`src/hdl/sps_pkg.sv`:
```
// shared types, codes and helpers for the shape pair overlap test
package sps_pkg;

  localparam logic [1:0] KIND_AXIS_BOX     = 2'd0;
  localparam logic [1:0] KIND_ORIENTED_BOX = 2'd1;
  localparam logic [1:0] KIND_CIRCLE       = 2'd2;
  localparam logic [1:0] KIND_UNUSED       = 2'd3;

  localparam logic signed [15:0] ONE_Q14 = 16'sd16384;

  // operand width of the squaring unit and width of its result
  localparam int SQ_IN_W  = 47;
  localparam int SQ_OUT_W = 2 * SQ_IN_W;

  typedef enum logic [1:0] {
    MODE_NONE,
    MODE_CC,
    MODE_CB,
    MODE_BB
  } mode_t;

  typedef struct packed {
    logic signed [15:0] rx;
    logic signed [15:0] ry;
    logic signed [15:0] ux;
    logic signed [15:0] uy;
  } frame_t;

  typedef logic [SQ_IN_W-1:0]  sq_in_t;
  typedef logic [SQ_OUT_W-1:0] sq_out_t;

  function automatic logic signed [15:0] clamp_axis(input logic signed [15:0] a);
    logic signed [15:0] r;
    r = a;
    if (a > ONE_Q14) r = ONE_Q14;
    else if (a < -ONE_Q14) r = -ONE_Q14;
    return r;
  endfunction

  function automatic frame_t make_frame(input logic [1:0] kind,
                                        input logic signed [15:0] c,
                                        input logic signed [15:0] s);
    frame_t f;
    if (kind == KIND_AXIS_BOX) begin
      f.rx = ONE_Q14;
      f.ry = '0;
      f.ux = '0;
      f.uy = ONE_Q14;
    end else begin
      f.rx = c;
      f.ry = s;
      f.ux = -s;
      f.uy = c;
    end
    return f;
  endfunction

endpackage

```
`src/hdl/sps_square.sv`:
```
// two-stage squaring unit built from three narrow partial products
module sps_square
  import sps_pkg::*;
(
  input  logic    clk,
  input  logic    en,
  input  sq_in_t  a,
  output sq_out_t sq
);

  localparam int LO_W = SQ_IN_W / 2;
  localparam int HI_W = SQ_IN_W - LO_W;

  logic [HI_W-1:0]      hi;
  logic [LO_W-1:0]      lo;
  logic [2*HI_W-1:0]    pp_hh_r;
  logic [HI_W+LO_W-1:0] pp_hl_r;
  logic [2*LO_W-1:0]    pp_ll_r;
  sq_out_t              sq_r;

  assign hi = a[SQ_IN_W-1:LO_W];
  assign lo = a[LO_W-1:0];

  always_ff @(posedge clk) begin
    if (en) begin
      pp_hh_r <= hi * hi;
      pp_hl_r <= hi * lo;
      pp_ll_r <= lo * lo;
      sq_r    <= (SQ_OUT_W'(pp_hh_r) << (2 * LO_W))
               + (SQ_OUT_W'(pp_hl_r) << (LO_W + 1))
               + SQ_OUT_W'(pp_ll_r);
    end
  end

  assign sq = sq_r;

endmodule
```
`config.mk`:
```
export PLATFORM = sky130hd
export DESIGN_NAME = sps_square
export DESIGN_NICKNAME = d
export VERILOG_FILES = /design/src/hdl/sps_pkg.sv /design/src/hdl/sps_square.sv
export SDC_FILE = /design/constraint.sdc
export NUM_CORES = 2
export LEC_CHECK = 0
export CORE_UTILIZATION = 56
export CTS_CLUSTER_DIAMETER = 200
export CTS_CLUSTER_SIZE = 12
export DETAILED_ROUTE_END_ITERATION = 12
export DONT_BUFFER_PORTS = 1
export HOLD_SLACK_MARGIN = 0.15
export MAX_ROUTING_LAYER = met4
export PLACE_DENSITY = 0.74
export SLEW_MARGIN = 15
export SYNTH_ARGS = -nofsm -noshare
export SYNTH_HDL_FRONTEND = slang
export SYNTH_SLANG_ARGS = --single-unit
```
`constraint.sdc`:
```
create_clock -name clk -period 7.85 [get_ports clk]
set_input_delay 0 -clock clk [delete_from_list [all_inputs] [get_ports clk]]
set_output_delay 0 -clock clk [all_outputs]
set_load 0.02 [all_outputs]
```
# Yosys cells after proc, flatten, opt, wreduce, memory -nomap -nowiden
# Index checks and enable logic that the tools add are counted.
[op_classes]
add_sub_neg = 2
n_mul = 3
[ops]
columns = ["operator", "count"]
rows = [
  ["$add A94 B46 Y94", 1],
  ["$add A94 B71 Y94", 1],
  ["$mul A24 B24 Y48", 1],
  ["$mul A24 B23 Y47", 1],
  ["$mul A23 B23 Y46", 1],
]
[totals]
input_bits = 49
regBits = 235

# Longest topological paths before layout
[logic_depth]
depth_word = 2
mapped_depth = 29

# Worst setup path after synthesis
# Ideal clock, no wire load.
[synth_timing]
kind = "input-to-reg"
start = "input a[25]"
end = "register pp_hh_r[45] (data pin)"
arrival_ps = 7193
cell_stages = 28
setup_slack_ps = 388
path_cell_list = "clkbuf_1 clkbuf_1 nand2_1 fa_1 inv_1 fa_1 inv_1 fa_1 inv_1 fa_1 inv_1 fa_1 inv_1 fa_1 inv_1 fa_1 inv_1 ha_1 a211o_1 a2111oi_4 o32ai_1 a211o_1 a221o_1 a31o_1 a21o_1 a221oi_2 o31ai_1 xor2_1"
[synth_between]
elab_chain_len = 1
[synth_lines]
columns = ["element", "line", "source"]
rows = [
  ["from (decl)", "sps_square.sv:7", "input sq_in_t a,"],
  ["$mul A24 B24 Y48", "sps_square.sv:26", "pp_hh_r <= hi * hi;"],
  ["to (signal assigned)", "sps_square.sv:26", ""],
  ["to (decl)", "sps_square.sv:16", "logic [2*HI_W-1:0] pp_hh_r;"],
]
# No other way between the ends.
# A chain may end at the register's enable or synchronous reset.

# Worst setup path in the final report
[layout_timing]
start = "input a[0]"
end = "register pp_ll_r[44] (data pin)"
[layout_between]
elab_chain_len = 1
[layout_lines]
columns = ["element", "line", "source"]
rows = [
  ["$mul A23 B23 Y46", "sps_square.sv:28", "pp_ll_r <= lo * lo;"],
  ["to (signal assigned)", "sps_square.sv:28", ""],
  ["to (decl)", "sps_square.sv:18", "logic [2*LO_W-1:0] pp_ll_r;"],
]
# No other way between the ends.

==> results.sh <==
export IMPL_ys_warn_count=0
export IMPL_whs_path_depth=5
export IMPL_gp_congestion=0.9294
export IMPL_synthMuxAreaShare_pct=0.07423
export IMPL_fmax_mhz=140.8
export IMPL_crit_arrival_ns=7.44
export IMPL_post_route_period_util_pct=90.46
export IMPL_rr_worst_depth=14
export IMPL_ys_seq_area_share_pct=11.81
export IMPL_routed_via_density=5.539
export IMPL_crit_family="adder cells"
export IMPL_antenna_found_initial=5
export IMPL_htreeDepth=1
export IMPL_vias=40890
export IMPL_syn_to_final_growth_pct=2.821
export IMPL_core_sq_mm=0.1039
export IMPL_clk_latency_ns=0.62
export IMPL_rows=118
export IMPL_syn_nets=8088
export IMPL_cts_made_buffers=23
export IMPL_grtUsageTotal_pct=29.84
export IMPL_post_cts_buffers=0
export IMPL_io_buffers=0
export IMPL_grt_max_degree=233
export IMPL_ys_ff_latch=232
export IMPL_postRouteAntennaNets=0
export IMPL_cpMaxStageDelayCell="dlygate4sd3_1"
export IMPL_worstPathRequired_ns=8.19
export IMPL_cts_num_sinks=232
export IMPL_synth_compound_area_share_pct=5.964
export IMPL_initial_utilization_pct=56.76
export IMPL_skew_ns=0.02532
export IMPL_path_clk_slew_ns=0.07
export IMPL_worstPathMaxFanout=32
export IMPL_outcome="complete, no violations"
export IMPL_hold_path_class="input port to flip-flop"
export IMPL_finalHoldViolCount=0
export IMPL_die_h_um=326.6
export IMPL_syn_area_sq_mm=0.05900
export IMPL_synth_edf_count=232
export IMPL_cp_startpoint="a[0]"
export IMPL_synth_async_reset_ratio_pct=0
export IMPL_clock_path_buffers=3
export IMPL_synth_top_family_by_area="adder cells"
export IMPL_wl_um=147700
export IMPL_synth_ff_type="edfxtp_1"
export IMPL_globalRouteMet3Util_pct=4.937
export IMPL_path_buf_inv=1
export IMPL_worst_path_most_repeated_cell="fa_1"
export IMPL_finalSetupViolCount=0
export IMPL_drv_cap=0
export IMPL_synth_xor_area_share_pct=3.147
export IMPL_slew_viol_final=0
export IMPL_die_w_um=326.6
export IMPL_drtIter0Drc=2902
export IMPL_synth_simple_area_share_pct=11.84
export IMPL_cp_end_kind="flip-flop"
export IMPL_use_met2_pct=49.15
export IMPL_cts_root_buf="clkbuf_16"
export IMPL_grt_pass1_wl_um=240600
export IMPL_mostFrequentLayoutCell="inv_1"
export IMPL_layout_common_cells="inv_1 (1630), fa_1 (1267), nand2_1 (711), ha_1 (569), and2_1 (407)"
export IMPL_r2r_start="pp_hl_r[0]$_DFFE_PP_"
export IMPL_rsz0062_at_grt="false"
export IMPL_die_area_sq_mm=0.1067
export IMPL_worst_slew_pin_slew_ns=0.9385
export IMPL_cp_slowest_stage_delay_ns=1.12
export IMPL_worstSetupPathDepth=20
export IMPL_synth_cell_types=71
export IMPL_hold_path_startpoint="a[26]"
export IMPL_worst_setup_path_start_kind="input port"
export IMPL_grtUsageMet1_pct=36.94
export IMPL_syn_inst=6203
export IMPL_grt_pass1_vias=45060
export IMPL_synthAdderAreaFrac_pct=55.06
export IMPL_drc=0
export IMPL_slew_headroom_pct=36.86
export IMPL_layout_min_cycle_time_ns=7.101
export IMPL_globalRoute_busiestLayer="met2"
export IMPL_worstSetupPathType="input port to flip-flop"
export IMPL_cts_tree="built"
export IMPL_crit_chain="dlygate4sd3_1 -> and2_1 -> a31o_2 -> fa_1 -> fa_1 -> fa_1 -> fa_1 -> fa_1 -> fa_1 -> ha_1 -> a2111o_1 -> o21bai_1 -> a41o_1 -> o2bb2ai_1 -> a31o_2 -> a221o_1 -> a31o_2 -> o21ai_1 -> a41oi_1 -> xor2_1"
export IMPL_synth_area_per_cell_sq_um=9.511
export IMPL_dpl_hpwl_um=111700
export IMPL_io_pins=143
export IMPL_grt_overflow=0
export IMPL_fin_nets=7882
export IMPL_wire_per_inst_um=20.01
export IMPL_dr_pass1_iters=6
export IMPL_drive_gt1_share_pct=1.117
export IMPL_setup_tns_ns=0
## worst reg2reg max path, delay by kind of cell (launching register included)
kind | cells | cell delay (ns)
flops | 1 | 0.43
buf+inv | 2 | 0.25
fa+ha+maj | 2 | 0.58
simple gates | 2 | 0.55
compound gates | 7 | 2.13
xor+xnor | 1 | 0.11
## repair_timing
item / CTS / global route
hold buffers: 16 / 0
gates resized for setup: 0 / 0
hold endpoints to repair: 247 / 0
endpoints found under the setup margin: 0 / 0
## sequential cells by signal, summed over array words and instances (netlist names)
signal / count
pp_ll_r: 45
pp_hl_r: 47
pp_hh_r: 47
sq: 93
## stage by stage
| step | instances | util (%) | setup WS, ns | cell area, sq um | hold WS [ns] |
|---|---|---|---|---|---|
| global route | 7382 | 58.36 | 0.6380 | 60660 | 0.2352 |
| floorplan | 6203 | - | 0.3880 | 59000 | 0.09887 |
| CTS | 7377 | 58.33 | 0.8161 | 60620 | 0.1748 |
| detailed placement | 7335 | 57.57 | 0.5066 | 59840 | 0.1032 |
| global placement | 7335 | 57.57 | 0.5414 | 59840 | 0.1032 |
| finish | 7382 | 58.36 | 0.7492 | 60660 | 0.2116 |
## metal layers
| metal | routed length (um) | up-vias |
|---|---|---|
| met5 | 0 | - |
| met4 | 6483 | 0 |
| met3 | 11440 | 375 |
| met2 | 72410 | 1576 |
| met1 | 57350 | 20830 |
| li1 | - | 18110 |
## cells by family after synthesis
family / after synthesis
other: 1
buffers and inverters: 1899
DFF: 232
AOI/OAI and AO/OA: 544
muxes: 4
adders and majority gates: 1836
and+or+nand+nor: 1475
xor gates and xnor gates: 212
## cell type report
type,instances,area [sq um]
inverters,1637,6145
multi-input cells,4072,44890
fillers,8839,43280
repair buffers,31,310.3
well taps,1380,1727
diodes,4,10.01
flip-flops and latches,232,6967
clock inverters,3,32.53
clock buffers,23,575.6
## synth_stat cells (all sizes together) (8+ instances only)
cell / n / area share, %
a211oi: 22 / 0.28
a21o: 101 / 1.3
a21oi: 178 / 1.5
a31o: 11 / 0.16
a31oi: 20 / 0.21
and2: 407 / 4.3
and3: 21 / 0.22
clkbuf: 256 / 1.6
edfxtp: 232 / 12
fa: 1267 / 43
ha: 569 / 12
inv: 1630 / 10
nand2: 711 / 4.5
nand2b: 19 / 0.20
nand3: 32 / 0.27
nand4: 26 / 0.28
nor2: 167 / 1.1
nor2b: 32 / 0.34
nor3: 26 / 0.22
o211ai: 10 / 0.13
o21a: 22 / 0.28
o21ai: 91 / 0.77
o21bai: 19 / 0.24
or2: 8 / 0.085
xnor2: 126 / 1.9
xor2: 86 / 1.3
## final timing paths
path         slack (ns)                     to
max                0.75  pp_ll_r[44]$_DFFE_PP_
max reg2reg        3.55       sq[86]$_DFFE_PP_
min reg2reg        0.40        sq[6]$_DFFE_PP_
min                0.21   pp_hh_r[4]$_DFFE_PP_
Power is left out: the tool's default activity adds up to more than one toggle a clock period on the data nets, which glitch-free logic cannot reach.
